===== src/mkdb_pkg.sv =====
// ----------------------------------------------------------------------------
// mkdb_pkg: shared types and constants of the multi-key debouncer
// Key count, special key index, event codes, operation and register codes.
// ----------------------------------------------------------------------------
package mkdb_pkg;

	localparam int NUM_KEYS    = 6;
	localparam int SPECIAL_KEY = 5;
	localparam int MASK_W      = 6;
	localparam int CNT_W       = 4;
	localparam int EV_W        = 3;
	localparam int TIME_W      = 32;
	localparam int LONG_W      = 16;
	localparam int CFG_IDX_W   = 2;
	localparam int CFG_DATA_W  = 16;

	localparam logic [CNT_W-1:0]  DEBOUNCE_RESET = CNT_W'(3);
	localparam logic [LONG_W-1:0] LONG_MS_RESET  = LONG_W'(1000);

	localparam logic [EV_W-1:0] EV_NONE    = EV_W'(0);
	localparam logic [EV_W-1:0] EV_ORD_MAX = EV_W'(5);
	localparam logic [EV_W-1:0] EV_SPECIAL = EV_W'(6);
	localparam logic [EV_W-1:0] EV_LONG    = EV_W'(7);

	typedef enum logic [1:0] {
		OP_SCAN = 2'd0,
		OP_READ = 2'd1,
		OP_INIT = 2'd2,
		OP_NOP  = 2'd3
	} op_t;

	localparam logic [CFG_IDX_W-1:0] CFG_DEBOUNCE = CFG_IDX_W'(0);
	localparam logic [CFG_IDX_W-1:0] CFG_LONG_MS  = CFG_IDX_W'(1);

	// Event candidate offered by one key to the merge stage.
	typedef struct packed {
		logic            valid;
		logic [EV_W-1:0] code;
	} evt_cand_t;

	// Code of an ordinary key: its rank among ordinary keys plus one, saturated.
	function automatic logic [EV_W-1:0] ordinary_code(input int k);
		int rank;
		rank = (k > SPECIAL_KEY) ? k - 1 : k;
		if (rank + 1 > int'(EV_ORD_MAX))
			return EV_ORD_MAX;
		return EV_W'(rank + 1);
	endfunction

endpackage


===== src/mkdb_lane.sv =====
// ----------------------------------------------------------------------------
// mkdb_lane: debounce core for one key
// Counts consecutive samples that differ from the stable level.
// ----------------------------------------------------------------------------
module mkdb_lane
	import mkdb_pkg::*;
(
	input  logic             sample,
	input  logic             level_q,
	input  logic [CNT_W-1:0] count_q,
	input  logic [CNT_W-1:0] debounce,
	output logic             level_d,
	output logic [CNT_W-1:0] count_d,
	output logic             accept
);

	logic [CNT_W-1:0] count_inc;

	assign count_inc = count_q + CNT_W'(1);

	always_comb begin
		level_d = level_q;
		count_d = '0;
		accept  = 1'b0;
		if (sample != level_q) begin
			if (count_inc < debounce) begin
				count_d = count_inc;
			end else begin
				level_d = sample;
				accept  = 1'b1;
			end
		end
	end

endmodule


===== src/mkdb_special.sv =====
// ----------------------------------------------------------------------------
// mkdb_special: special key event logic
// Press on release, long press after the hold limit, ignore after init.
// ----------------------------------------------------------------------------
module mkdb_special
	import mkdb_pkg::*;
(
	input  logic              sample,
	input  logic              level_q,
	input  logic              accept,
	input  logic [TIME_W-1:0] now_ms,
	input  logic [LONG_W-1:0] long_ms,
	input  logic [TIME_W-1:0] hold_start_q,
	input  logic              long_rep_q,
	input  logic              ignore_q,
	input  logic              grant,
	output evt_cand_t         cand,
	output logic [TIME_W-1:0] hold_start_d,
	output logic              long_rep_d,
	output logic              ignore_d
);

	logic [TIME_W-1:0] held;
	logic              long_due;
	logic              long_rep_n;

	assign held     = now_ms - hold_start_q;
	assign long_due = held >= TIME_W'(long_ms);

	// Mark the long press as reported only once the merge stage latches it.
	assign long_rep_d = long_rep_n || (grant && cand.code == EV_LONG);

	always_comb begin
		cand.valid   = 1'b0;
		cand.code    = EV_NONE;
		hold_start_d = hold_start_q;
		long_rep_n   = long_rep_q;
		ignore_d     = ignore_q;
		if (sample == level_q) begin
			if (sample && !ignore_q && !long_rep_q && long_due) begin
				cand.valid = 1'b1;
				cand.code  = EV_LONG;
			end
		end else if (accept) begin
			if (sample) begin
				if (!ignore_q) begin
					hold_start_d = now_ms;
					long_rep_n   = 1'b0;
				end
			end else if (ignore_q) begin
				ignore_d   = 1'b0;
				long_rep_n = 1'b0;
			end else if (!long_rep_q) begin
				cand.valid = 1'b1;
				cand.code  = EV_SPECIAL;
			end
		end
	end

endmodule


===== src/mkdb_merge.sv =====
// ----------------------------------------------------------------------------
// mkdb_merge: event merge stage
// Latch the lowest key's event, only while the pending latch is empty.
// ----------------------------------------------------------------------------
module mkdb_merge
	import mkdb_pkg::*;
(
	input  logic [NUM_KEYS-1:0] ord_cand,
	input  evt_cand_t           spec_cand,
	input  logic [EV_W-1:0]     pending_q,
	output logic [EV_W-1:0]     pending_d,
	output logic                spec_grant
);

	logic found;

	always_comb begin
		pending_d  = pending_q;
		spec_grant = 1'b0;
		found      = (pending_q != EV_NONE);
		for (int k = 0; k < NUM_KEYS; k++) begin
			if (!found) begin
				if (k == SPECIAL_KEY) begin
					if (spec_cand.valid) begin
						pending_d  = spec_cand.code;
						spec_grant = 1'b1;
						found      = 1'b1;
					end
				end else if (ord_cand[k]) begin
					pending_d = ordinary_code(k);
					found     = 1'b1;
				end
			end
		end
	end

endmodule


===== src/multi_key_debounce_long_press_top.sv =====
// ----------------------------------------------------------------------------
// multi_key_debounce_long_press_top: multi-key debouncer with long press
// One debounce lane per key, a special key unit and an event merge stage,
// followed by a two-entry output buffer.
// ----------------------------------------------------------------------------
//
//  channel  handshake            payload
//  -------  -------------------  ----------------------------------------
//  input    in_valid / in_stall  operation, pressed_mask, now_ms
//  output   out_valid/out_stall  event_code, stable_mask
//  config   cfg_valid/cfg_ready  cfg_index, cfg_data
//
// All lanes update the key state in the cycle of the input transfer, and
// the result is registered in the output buffer.
// A new item is taken every cycle as long as results are drained.
// The input stalls only when both output buffer entries are full.
// Reset clears all key state, the pending event and the registers to
// their defaults (debounce 3 samples, long press 1000 ms).
// ----------------------------------------------------------------------------
module multi_key_debounce_long_press_top
	import mkdb_pkg::*;
(
	input  logic                  clk,
	input  logic                  arst_n,
	// input channel
	input  logic                  in_valid,
	output logic                  in_stall,
	input  logic [1:0]            operation,
	input  logic [MASK_W-1:0]     pressed_mask,
	input  logic [TIME_W-1:0]     now_ms,
	// output channel
	output logic                  out_valid,
	input  logic                  out_stall,
	output logic [EV_W-1:0]       event_code,
	output logic [MASK_W-1:0]     stable_mask,
	// configuration channel
	input  logic                  cfg_valid,
	output logic                  cfg_ready,
	input  logic [CFG_IDX_W-1:0]  cfg_index,
	input  logic [CFG_DATA_W-1:0] cfg_data
);

	// configuration registers
	logic [CNT_W-1:0]  debounce_q;
	logic [LONG_W-1:0] long_ms_q;

	// key state
	logic [NUM_KEYS-1:0] level_q;
	logic [CNT_W-1:0]    count_q [NUM_KEYS];
	logic [EV_W-1:0]     pending_q;
	logic [TIME_W-1:0]   hold_start_q;
	logic                long_rep_q;
	logic                ignore_q;

	// output buffer
	logic              out_valid_q;
	logic [EV_W-1:0]   out_event_q;
	logic [MASK_W-1:0] out_mask_q;
	logic              skid_valid_q;
	logic [EV_W-1:0]   skid_event_q;
	logic [MASK_W-1:0] skid_mask_q;

	// lane results
	logic [NUM_KEYS-1:0] sample;
	logic [NUM_KEYS-1:0] level_d;
	logic [CNT_W-1:0]    count_d [NUM_KEYS];
	logic [NUM_KEYS-1:0] accept;
	logic [NUM_KEYS-1:0] ord_cand;

	evt_cand_t         spec_cand;
	logic              spec_grant;
	logic [TIME_W-1:0] hold_start_d;
	logic              long_rep_d;
	logic              ignore_d;
	logic [EV_W-1:0]   pending_d;

	logic              in_fire;
	logic              out_take;
	op_t               op;
	logic [EV_W-1:0]   res_event;
	logic [MASK_W-1:0] res_mask;
	logic [NUM_KEYS-1:0] level_next;

	assign op        = op_t'(operation);
	assign in_stall  = skid_valid_q;
	assign in_fire   = in_valid && !skid_valid_q;
	assign out_take  = out_valid_q && !out_stall;
	assign cfg_ready = 1'b1;

	// Keys past the mask width always sample as released.
	for (genvar k = 0; k < NUM_KEYS; k++) begin : g_lane
		if (k < MASK_W) begin : g_in
			assign sample[k] = pressed_mask[k];
		end else begin : g_out
			assign sample[k] = 1'b0;
		end

		mkdb_lane u_lane (
			.sample   (sample[k]),
			.level_q  (level_q[k]),
			.count_q  (count_q[k]),
			.debounce (debounce_q),
			.level_d  (level_d[k]),
			.count_d  (count_d[k]),
			.accept   (accept[k])
		);

		// An ordinary key offers a press when a pressed level is accepted.
		if (k == SPECIAL_KEY) begin : g_spec
			assign ord_cand[k] = 1'b0;
		end else begin : g_ord
			assign ord_cand[k] = accept[k] && sample[k];
		end
	end

	mkdb_special u_special (
		.sample       (sample[SPECIAL_KEY]),
		.level_q      (level_q[SPECIAL_KEY]),
		.accept       (accept[SPECIAL_KEY]),
		.now_ms       (now_ms),
		.long_ms      (long_ms_q),
		.hold_start_q (hold_start_q),
		.long_rep_q   (long_rep_q),
		.ignore_q     (ignore_q),
		.grant        (spec_grant),
		.cand         (spec_cand),
		.hold_start_d (hold_start_d),
		.long_rep_d   (long_rep_d),
		.ignore_d     (ignore_d)
	);

	mkdb_merge u_merge (
		.ord_cand   (ord_cand),
		.spec_cand  (spec_cand),
		.pending_q  (pending_q),
		.pending_d  (pending_d),
		.spec_grant (spec_grant)
	);

	// Result of the current item: event on a read, levels after the step.
	always_comb begin
		level_next = level_q;
		res_event  = EV_NONE;
		case (op)
			OP_SCAN: level_next = level_d;
			OP_READ: res_event  = pending_q;
			OP_INIT: level_next = sample;
			default: level_next = level_q;
		endcase
		res_mask = '0;
		for (int k = 0; k < MASK_W; k++) begin
			if (k < NUM_KEYS)
				res_mask[k] = level_next[k];
		end
	end

	// Configuration writes; indexes past the list are dropped.
	always_ff @(posedge clk or negedge arst_n) begin
		if (!arst_n) begin
			debounce_q <= DEBOUNCE_RESET;
			long_ms_q  <= LONG_MS_RESET;
		end else if (cfg_valid && cfg_ready) begin
			if (cfg_index == CFG_DEBOUNCE)
				debounce_q <= cfg_data[CNT_W-1:0];
			else if (cfg_index == CFG_LONG_MS)
				long_ms_q <= cfg_data[LONG_W-1:0];
		end
	end

	// Key state update on every input transfer.
	always_ff @(posedge clk or negedge arst_n) begin
		if (!arst_n) begin
			level_q      <= '0;
			pending_q    <= EV_NONE;
			hold_start_q <= '0;
			long_rep_q   <= 1'b0;
			ignore_q     <= 1'b0;
			for (int k = 0; k < NUM_KEYS; k++)
				count_q[k] <= '0;
		end else if (in_fire) begin
			case (op)
				OP_SCAN: begin
					level_q      <= level_d;
					pending_q    <= pending_d;
					hold_start_q <= hold_start_d;
					long_rep_q   <= long_rep_d;
					ignore_q     <= ignore_d;
					for (int k = 0; k < NUM_KEYS; k++)
						count_q[k] <= count_d[k];
				end
				OP_READ: begin
					pending_q <= EV_NONE;
				end
				OP_INIT: begin
					// Load levels from the sample; a held special key is ignored.
					level_q      <= sample;
					pending_q    <= EV_NONE;
					hold_start_q <= '0;
					long_rep_q   <= 1'b0;
					ignore_q     <= sample[SPECIAL_KEY];
					for (int k = 0; k < NUM_KEYS; k++)
						count_q[k] <= '0;
				end
				default: begin
					pending_q <= pending_q;
				end
			endcase
		end
	end

	// Output buffer: advance the skid entry when the head drains,
	// park a new result in the skid entry while the head is held.
	always_ff @(posedge clk or negedge arst_n) begin
		if (!arst_n) begin
			out_valid_q  <= 1'b0;
			skid_valid_q <= 1'b0;
		end else if (out_take || !out_valid_q) begin
			if (skid_valid_q) begin
				out_valid_q  <= 1'b1;
				skid_valid_q <= 1'b0;
			end else begin
				out_valid_q <= in_fire;
			end
		end else if (in_fire) begin
			skid_valid_q <= 1'b1;
		end
	end

	always_ff @(posedge clk) begin
		if (out_take || !out_valid_q) begin
			if (skid_valid_q) begin
				out_event_q <= skid_event_q;
				out_mask_q  <= skid_mask_q;
			end else if (in_fire) begin
				out_event_q <= res_event;
				out_mask_q  <= res_mask;
			end
		end else if (in_fire) begin
			skid_event_q <= res_event;
			skid_mask_q  <= res_mask;
		end
	end

	assign out_valid   = out_valid_q;
	assign event_code  = out_event_q;
	assign stable_mask = out_mask_q;

endmodule


===== config.mk =====
export PLATFORM = sky130hd
export DESIGN_NAME = multi_key_debounce_long_press_top
export DESIGN_NICKNAME = d
export VERILOG_FILES = /design/src/mkdb_pkg.sv /design/src/mkdb_lane.sv /design/src/mkdb_special.sv /design/src/mkdb_merge.sv /design/src/multi_key_debounce_long_press_top.sv
export SDC_FILE = /design/constraint.sdc
export NUM_CORES = 1
export LEC_CHECK = 0
export BUFFER_PORTS_ARGS = -buffer_cell sky130_fd_sc_hd__buf_2
export CORE_UTILIZATION = 35
export DETAILED_ROUTE_END_ITERATION = 10
export PLACE_DENSITY = 0.49
export RECOVER_POWER = 100
export SYNTH_ARGS = -nofsm -noshare
export SYNTH_HDL_FRONTEND = slang
export SYNTH_SLANG_ARGS = --single-unit

===== constraint.sdc =====
create_clock -name clk -period 12.1 [get_ports clk]
set_input_delay 1.21 -clock clk [delete_from_list [all_inputs] [get_ports clk]]
set_output_delay 1.21 -clock clk [all_outputs]
set_load 0.02 [all_outputs]

==> impl_summary.txt, run 1 <==
----------------------------------------------------
[Timing]
  Max Slew Vio Count ... 125
  Time the worst path needs with I/O delays and setup ... 5.32 ns
  Achievable frequency ... 188 MHz
  Number of hold violations in the final report ... 0
  Tightest slew margin relative to the limit ... -1.24
  Final worst clock skew ... 0.00920 ns
  Post-route setup TNS ... 0 ns
  Period Utilization, post-route ... 0.439
  Transition time at the pin with the least slew margin ... 3.37 ns
  Setup-violating endpoint count in the final report ... 0
  Worst setup margin ... 6.78 ns
  Unrepaired setup endpoints after global routing ... no

[Clocking]
  Insertion delay to the later sink of the worst-skew pair ... 0.37 ns
  Sink count of the clock tree ... 107
  Post-CTS Setup Bufs ... 0
  CTS tree ... yes
  Number of buffers created by CTS ... 9
  Count of H-tree levels built during CTS ... 3
  Post-cts resize count ... 0
  Clock-pin transition on the worst setup and hold timing paths ... 0.07 ns
  Library cell used as clock root buffer ... clkbuf_16
  Maximum clock path buffer count ... 2
  Total of hold buffers inserted after clock tree synthesis ... 0

[Global routing]
  Number of global-route vias before repair ... 6028
  First-pass GRT wire length ... 30.2 mm
  Number of antenna violations at the first check in global routing ... 0
  Largest net degree at the start of global routing ... 61
  GR Util All Layers ... 0.173
  Remaining global-route overflow ... 0

[Final layout]
  Fillers ... 2136
  Most frequent standard cell in the layout excluding fill and tap cells ... dfrtp_1
  Commonest cells after routing, fill and taps aside ... dfrtp_1 (81), ha_1 (75), inv_1 (65), buf_2 (57), a22o_1 (54)
  Final nets ... 968
  Number of antenna cells inserted ... 0
  Share of final-layout standard cells stronger than drive strength 1 ... 0.151
  End-of-flow core utilization ... 0.397
  Layout area overhead ... 11.6%

[Status]
  Violations in the final reports ... capacitance limit, slew limit
  Outcome ... finished, violations left

[Synthesis]
  Fraction of synthesis flops using an asynchronous set or reset pin ... 0.832
  Leading register cell type out of synthesis ... dfrtp_1
  Post-Synthesis Cells ... 769
  Synth Area per Inst ... 9.69 um2
  Yosys warnings ... 0
  Largest cells by area after synthesis ... dfrtp_1 (27%), ha_1 (13%), edfxtp_1 (7.3%)
  Post-synth EDFFs ... 18
  Share of synthesized area occupied by flip-flops and latches ... 0.373
  FF+latch count, synth ... 107
  Synth Cell Area ... 0.00745 mm2
  Net count after synthesis ... 908
  Portion of synthesized cell area occupied by the leading cell type ... 0.272
  Synth area leader ... dfrtp_1
  Yosys cell types ... 67

[Critical path]
  Critical-path cell with the highest stage delay ... or4_1
  Max Fanout on Critical Path ... 4
  Family with the most delay on the worst path ... compound AO/OA/AOI/OAI gates
  Destination of the critical timing path ... long_rep_q
  Data arrival, critical path ... 5.52 ns
  Cell-by-cell trace of the critical path ... clkbuf_1 -> inv_1 -> ha_1 -> fa_1 -> nor2b_1 -> o2111ai_1 -> a211oi_1 -> nor3b_1 -> xnor2_1 -> ha_1 -> a211oi_1 -> nand2_1 -> or4_1 -> a2bb2oi_1 -> o2111a_1 -> nand4_1 -> a2111oi_0 -> a41o_2 -> o31ai_1
  CP Data Required Time ... 12.30 ns
  Crit. Startpoint ... now_ms[0]
  Type of the worst setup path ... primary input to flip-flop
  Worst setup EP type ... flip-flop
  Startpoint of the most critical register-to-register path ... hold_start_q[0]
  WP buf/inv ... 2
  Endpoint of the worst-slack reg-to-reg timing path ... long_rep_q
  Number of cell instances on the worst register-to-register path ... 17
  Crit-path max cell delay ... 0.51 ns
  Slack of the worst reg-to-reg path ... 7.41 ns
  Sort of element at the start of the critical path ... primary input
  Stages on worst setup path ... 19

[Floorplan]
  Die area ... 0.0219 mm2
  Starting utilization of the core area ... 0.356
  Number of placement rows ... 53
  Number of ports placed on the die boundary ... 75
  Die span in y ... 148 um
  Die width ... 148 um
  Core Box Area ... 0.0210 mm2

[Power]
  Peak supply drop ... 0.0000654 V
  Power density normalized to cell area ... 165 mW/mm2
  Leak pwr ... 3.82 nW

[Place]
  Number of port buffers ... 73
  Final weighted congestion in routability-driven placement ... 0.865
  Worst slack after detailed placement ... 6.65 ns
  Post-DP HPWL ... 13.5 mm

[Job]
  Max-capacitance violation count ... 3

[Route]
  Mean routed wirelength per cell ... 16.1 um
  Routed via count divided by cell count ... 5.33
  Detailed-route DRC error count ... 0
  Detailed router's first-iteration violation count ... 246
  Vias ... 5915
  DRT Pass-1 Iters ... 4
  Aggregate routed wire length ... 17.8 mm
  Number of nets with antenna violations after detailed routing ... 0

[Min path]
  Kind of path behind the tightest hold check ... flip-flop to flip-flop
  Cell depth of the worst min-delay path ... 1

----------------------------------------------------
cells in the mapped netlist (all sizes together), types with 5 or more instances:
cell type	count
clkbuf	22
edfxtp	18
a21o	18
buf	7
inv	65
ha	75
a31oi	6
o21a	11
mux2	33
dfrtp	81
nor3	5
nor2	33
a21boi	8
a21oi	49
a211oi	10
and2	6
nand2	45
o21ai	44
nand3	13
and3	12
a22o	54
dfstp	8
nor3b	5
xor2	14
o21bai	9
nor2b	11
nand4	14
nand2b	21
xnor2	25
worst register-to-register path: stages (launching register included):
cell       delay (ns)
dfrtp_1          0.39
ha_1             0.21
fa_1             0.41
nor2b_1          0.18
o2111ai_1        0.18
a211oi_1         0.35
nor3b_1          0.13
xnor2_1          0.15
ha_1             0.32
a211oi_1         0.33
nand2_1          0.08
or4_1            0.51
a2bb2oi_1        0.15
o2111a_1         0.20
nand4_1          0.08
a2111oi_0        0.46
a41o_2           0.34
o31ai_1          0.07
cell families (layout without fill, tap and decap cells):
kind of cell,count (synthesis),count (layout),synth area share
AOI/OAI and AO/OA,236,236,0.223
and+or+nand+nor,180,180,0.125
DFF,107,107,0.373
buffers and inverters,94,159,0.0500
adders and majority gates,76,76,0.129
xor gates and xnor gates,39,39,0.0458
muxes,36,36,0.0539
other,1,1,0.000503
sequential cells by signal, indices dropped and copies added (netlist names):
signal / flops
debounce_q: 4
hold_start_q: 32
skid_mask_q: 6
count_q: 24
out_valid: 1
long_ms_q: 16
stable_mask: 6
long_rep_q: 1
in_stall: 1
event_code: 3
pending_q: 3
level_q: 6
skid_event_q: 3
ignore_q: 1
worst min-delay path by stage:
stage	from	end	slack [ns]
after floorplan	hold_start_q[10]	hold_start_q[10]	0.47
after global placement	hold_start_q[20]	hold_start_q[20]	0.49
after detailed placement	hold_start_q[24]	hold_start_q[24]	0.49
after CTS	hold_start_q[19]	hold_start_q[19]	0.51
after global routing	hold_start_q[20]	hold_start_q[20]	0.53
final	hold_start_q[29]	hold_start_q[29]	0.51
report_power, final:
| part | switching, W | total (W) | internal, W |
|---|---|---|---|
| Combinational | 0.000334 | 0.000596 | 0.000262 |
| Clock | 0.000151 | 0.000294 | 0.000144 |
| Sequential | 0.0000459 | 0.000482 | 0.000437 |
cell type report:
cell class                      count  area [um2]  share of cell area
Timing Repair Buffer               78         372              0.0447
Multi-Input combinational cell    568        4300               0.516
Inverter                           65         244              0.0293
Sequential cell                   107        2780               0.334
Clock buffer                        9         225              0.0271
Clock inverter                      7        61.3             0.00737
Tap cell                          275         344              0.0414
per-stage QoR:
stage	power, W	hold slack (ns)	cell area [um2]	std cells
after global placement	0.00107	0.490	8070	1093
after CTS	0.00139	0.513	8360	1109
final	0.00137	0.508	8320	1109
after detailed placement	0.00109	0.491	8070	1093
after floorplan	0.000936	0.473	7450	769
after global routing	0.00149	0.528	8320	1109
layer usage:
layer / vias to the layer above / track usage / share of wire
met4: 0 / 0.0567 / 0.018
met5: - / 0 / 0
met1: 2872 / 0.218 / 0.46
met3: 21 / 0.0302 / 0.033
met2: 105 / 0.300 / 0.49
li1: 2917 / - / -
No activity file was read; power rests on OpenSTA's default activity.
==> run 2, diff against run 1 <==
--- a/config.mk
+++ b/config.mk
@@ -5,6 +5,7 @@
 export SDC_FILE = /design/constraint.sdc
 export NUM_CORES = 1
 export LEC_CHECK = 0
+export ABC_AREA = 1
 export BUFFER_PORTS_ARGS = -buffer_cell sky130_fd_sc_hd__buf_2
 export CORE_UTILIZATION = 35
 export DETAILED_ROUTE_END_ITERATION = 10
==> constraint.sdc (replaced) <==
create_clock -name clk -period 5.2 [get_ports clk]
set_input_delay 0.52 -clock clk [delete_from_list [all_inputs] [get_ports clk]]
set_output_delay 0.52 -clock clk [all_outputs]
set_load 0.02 [all_outputs]
==> run 2 against run 1 <==
Net effect: the run still ends with capacitance limit, slew limit left; power increased to 2.6 times the previous value; routed wire length increased by 19%; utilization increased by 0.52 points; via count increased by 23%; sequential power increased by 140%; final area increased by 10%; flip-flop and latch count unchanged; setup slack got worse by 5.3 ns; register-to-register slack got worse by 5.9 ns; clock power increased by 150%; highest routed layer unchanged; global-route usage increased by 1.5 points; synthesized area increased by 10%.
==> impl_summary.txt, run 2 <==
----------------------------------------------------
[Final layout]
  Number of antenna cells inserted ... 0 (unchanged)
  Commonest cells after routing, fill and taps aside ... nand2_1 (349), inv_1 (231), dfrtp_1 (81), nand3_1 (78), ha_1 (75)
  Fillers ... 2564 (+20%)
  Share of final-layout standard cells stronger than drive strength 1 ... 0.0972 (-0.0539)
  End-of-flow core utilization ... 0.402 (+0.00519)
  Most frequent standard cell in the layout excluding fill and tap cells ... nand2_1
  Final nets ... 1389 (+43%)
  Layout area overhead ... 11.9%
  Biggest regs ... hold_start_q (32), count_q (24), long_ms_q (16)
  Flip-flop count of the largest register after layout ... 32 (unchanged)
  Largest register by flop count ... hold_start_q

[Route]
  Routed via count divided by cell count ... 4.64 (-13%)
  Detailed router's first-iteration violation count ... 353 (+43%)
  Vias ... 7272 (+23%)
  Number of nets with antenna violations after detailed routing ... 0 (unchanged)
  Detailed-route DRC error count ... 0 (unchanged)
  DRT Pass-1 Iters ... 7 (+3)
  Aggregate routed wire length ... 21.1 mm (+19%)
  Mean routed wirelength per cell ... 13.5 um (-16%)

[Synthesis]
  Yosys cell types ... 43 (-36%)
  Post-synth EDFFs ... 18 (unchanged)
  Share of synthesized area occupied by flip-flops and latches ... 0.338 (-0.0346)
  Synth area leader ... dfrtp_1
  Synth Area per Inst ... 6.96 um2 (-28%)
  Post-Synthesis Cells ... 1181 (+54%)
  FF+latch count, synth ... 107 (unchanged)
  Fraction of synthesis flops using an asynchronous set or reset pin ... 0.832 (unchanged)
  Synth Cell Area ... 0.00821 mm2 (+10%)
  Yosys warnings ... 0 (unchanged)
  Leading register cell type out of synthesis ... dfrtp_1
  Most frequently used cell type in the post-synthesis netlist ... nand2_1
  Largest cells by area after synthesis ... dfrtp_1 (25%), nand2_1 (16%), ha_1 (11%)
  Commonest cells post-synth ... nand2_1 (348), inv_1 (230), dfrtp_1 (81), nand3_1 (78), ha_1 (75)
  Net count after synthesis ... 1320 (+45%)
  Portion of synthesized cell area occupied by the leading cell type ... 0.247 (-0.0252)

[Status]
  Outcome ... finished, violations left
  Violations in the final reports ... capacitance limit, slew limit

[Power]
  Reg power frac ... 0.319 (-0.033)
  Net Sw Frac ... 0.440 (+0.0529)
  Leak pwr ... 5.02 nW (+31%)
  Power density normalized to cell area ... 389 mW/mm2 (+140%)
  Power Internal ... 0.00200 W (+140%)
  Peak supply drop ... 0.000185 V (+180%)
  Comb pwr share ... 0.479 (+0.045)
  Power share of the clock group ... 0.202 (-0.012)
  Reported net switching power ... 0.00157 W (+200%)

[Clocking]
  Count of H-tree levels built during CTS ... 3 (unchanged)
  Sink count of the clock tree ... 107 (unchanged)
  Clock-pin transition on the worst setup and hold timing paths ... 0.09 ns (+0.02 ns)
  CTS tree ... yes
  Post-CTS Setup Bufs ... 0 (unchanged)
  Maximum clock path buffer count ... 2 (unchanged)
  Number of buffers created by CTS ... 9 (unchanged)
  Library cell used as clock root buffer ... clkbuf_16
  Total of hold buffers inserted after clock tree synthesis ... 0 (unchanged)
  Insertion delay to the later sink of the worst-skew pair ... 0.37 ns (about the same)
  Post-cts resize count ... 0 (unchanged)

[Place]
  Post-DP HPWL ... 16.6 mm (+23%)
  Number of port buffers ... 73 (unchanged)
  Final weighted congestion in routability-driven placement ... 0.820 (-5.2%)

[Job]
  Max-capacitance violation count ... 1 (-2)

[Timing]
  Tightest slew margin relative to the limit ... -0.718 (+0.527)
  Post-route setup TNS ... 0 ns (unchanged)
  Time the worst path needs with I/O delays and setup ... 3.71 ns
  Max Slew Vio Count ... 47 (-62%)
  Achievable frequency ... 270 MHz
  Period Utilization, post-route ... 0.713
  Final worst clock skew ... 0.0127 ns (+0.00346 ns)
  Number of hold violations in the final report ... 0 (unchanged)
  Transition time at the pin with the least slew margin ... 2.58 ns (-0.790 ns)
  Unrepaired setup endpoints after global routing ... no
  Setup-violating endpoint count in the final report ... 0 (unchanged)

[Global routing]
  Number of antenna violations at the first check in global routing ... 0 (unchanged)
  Largest net degree at the start of global routing ... 47 (-23%)
  Number of global-route vias before repair ... 7163 (+19%)
  First-pass GRT wire length ... 35.5 mm (+18%)
  GR Util All Layers ... 0.188 (+0.0146)
  Remaining global-route overflow ... 0 (unchanged)

[Floorplan]
  Die area ... 0.0241 mm2 (+10%)
  Starting utilization of the core area ... 0.360 (+0.00390)
  Number of placement rows ... 55 (+3.8%)
  Die width ... 155 um (+4.9%)
  Die span in y ... 155 um (+4.9%)
  Core Box Area ... 0.0228 mm2 (+9.0%)
  Number of ports placed on the die boundary ... 75 (unchanged)

[Critical path]
  Data arrival, critical path ... 3.91 ns (-1.61 ns)
  Max Fanout on Critical Path ... 32 (+28)
  CP Data Required Time ... 5.41 ns (-6.89 ns)
  Type of the worst setup path ... flip-flop to flip-flop
  Sort of element at the start of the critical path ... flip-flop
  Worst setup EP type ... flip-flop

[Min path]
  Kind of path behind the tightest hold check ... primary input to flip-flop

----------------------------------------------------
-- run 2: cell types whose count changed after synthesis, sizes merged, moves of 18 or more --
cell,previous run,this run
a22o,54,11
inv,65,236
mux2,33,0
nand2,45,357
nand2b,21,0
nand3,13,80
nor2,33,90
o21ai,44,70
xnor2,25,2
xor2,14,32
-- run 2: power groups by stage --
stage | registers (W) | clock network (W) | logic (W)
4_1_cts | 0.00114 | 0.000750 | 0.00176
2_1_floorplan | 0.00114 | 0 | 0.00131
3_3_place_gp | 0.00116 | 0 | 0.00174
6_report | 0.00114 | 0.000722 | 0.00171
5_1_grt | 0.00117 | 0.000780 | 0.00201
3_5_place_dp | 0.00116 | 0 | 0.00175
-- run 2: final timing paths --
kind / startpoint / to / slack, ns / cells after the start
worst min-delay path: in_valid / out_valid / 0.37 / 3
worst max register to register: debounce_q[1] / hold_start_q[5] / 1.49 / 11
worst max-delay path: debounce_q[1] / hold_start_q[5] / 1.49 / 11
worst min register to register: long_ms_q[3] / long_ms_q[3] / 0.49 / 2
max in group asynchronous: arst_n / count_q[2] / 2.02 / 2
min in group asynchronous: arst_n / long_ms_q[12] / 0.96 / 1
-- run 2: worst max-delay path, cell delays in order, from the launching register on --
cell      delay, ns
dfstp_2        0.53
inv_1          0.17
ha_1           0.34
a21oi_1        0.06
nand3b_1       0.15
o211ai_1       0.17
nand2_1        0.11
o21ai_0        0.16
buf_4          0.35
and2_0         0.62
clkbuf_1       0.70
o21ai_0        0.16
-- run 2: kinds of logic after synthesis --
group | share of synthesized area
simple gates | 0.280
compound gates | 0.109
buf+inv | 0.119
other cells | 0.000457
flops | 0.338
fa+ha+maj | 0.117
xor+xnor | 0.0363
-- run 2: area by class of cell --
class                   count  area, um2  share of cell area
inverters                 236        886              0.0964
flip-flops and latches    107       2780               0.302
multi-input cells         818       4450               0.484
well taps                 313        392              0.0426
clock inverters             7       82.6             0.00899
clock buffers               9        225              0.0245
repair buffers             78        380              0.0414
-- run 2: layer usage --
metal / wire length, um / GRT usage
met1: 9890 / 0.235
met2: 10200 / 0.333
met3: 644 / 0.0287
met4: 352 / 0.0542
met5: 0 / 0
-- run 2: metrics by stage --
step	hold WS, ns	cells	total power [W]	setup WS [ns]	cell area (um2)
3_3_place_gp	0.473	1552	0.00290	1.73	8930
6_report	0.373	1568	0.00358	1.49	9190
3_5_place_dp	0.477	1552	0.00291	1.73	8930
4_1_cts	0.190	1568	0.00365	2.01	9240
2_1_floorplan	0.224	1181	0.00245	2.27	8210
5_1_grt	0.383	1568	0.00396	0.882	9190
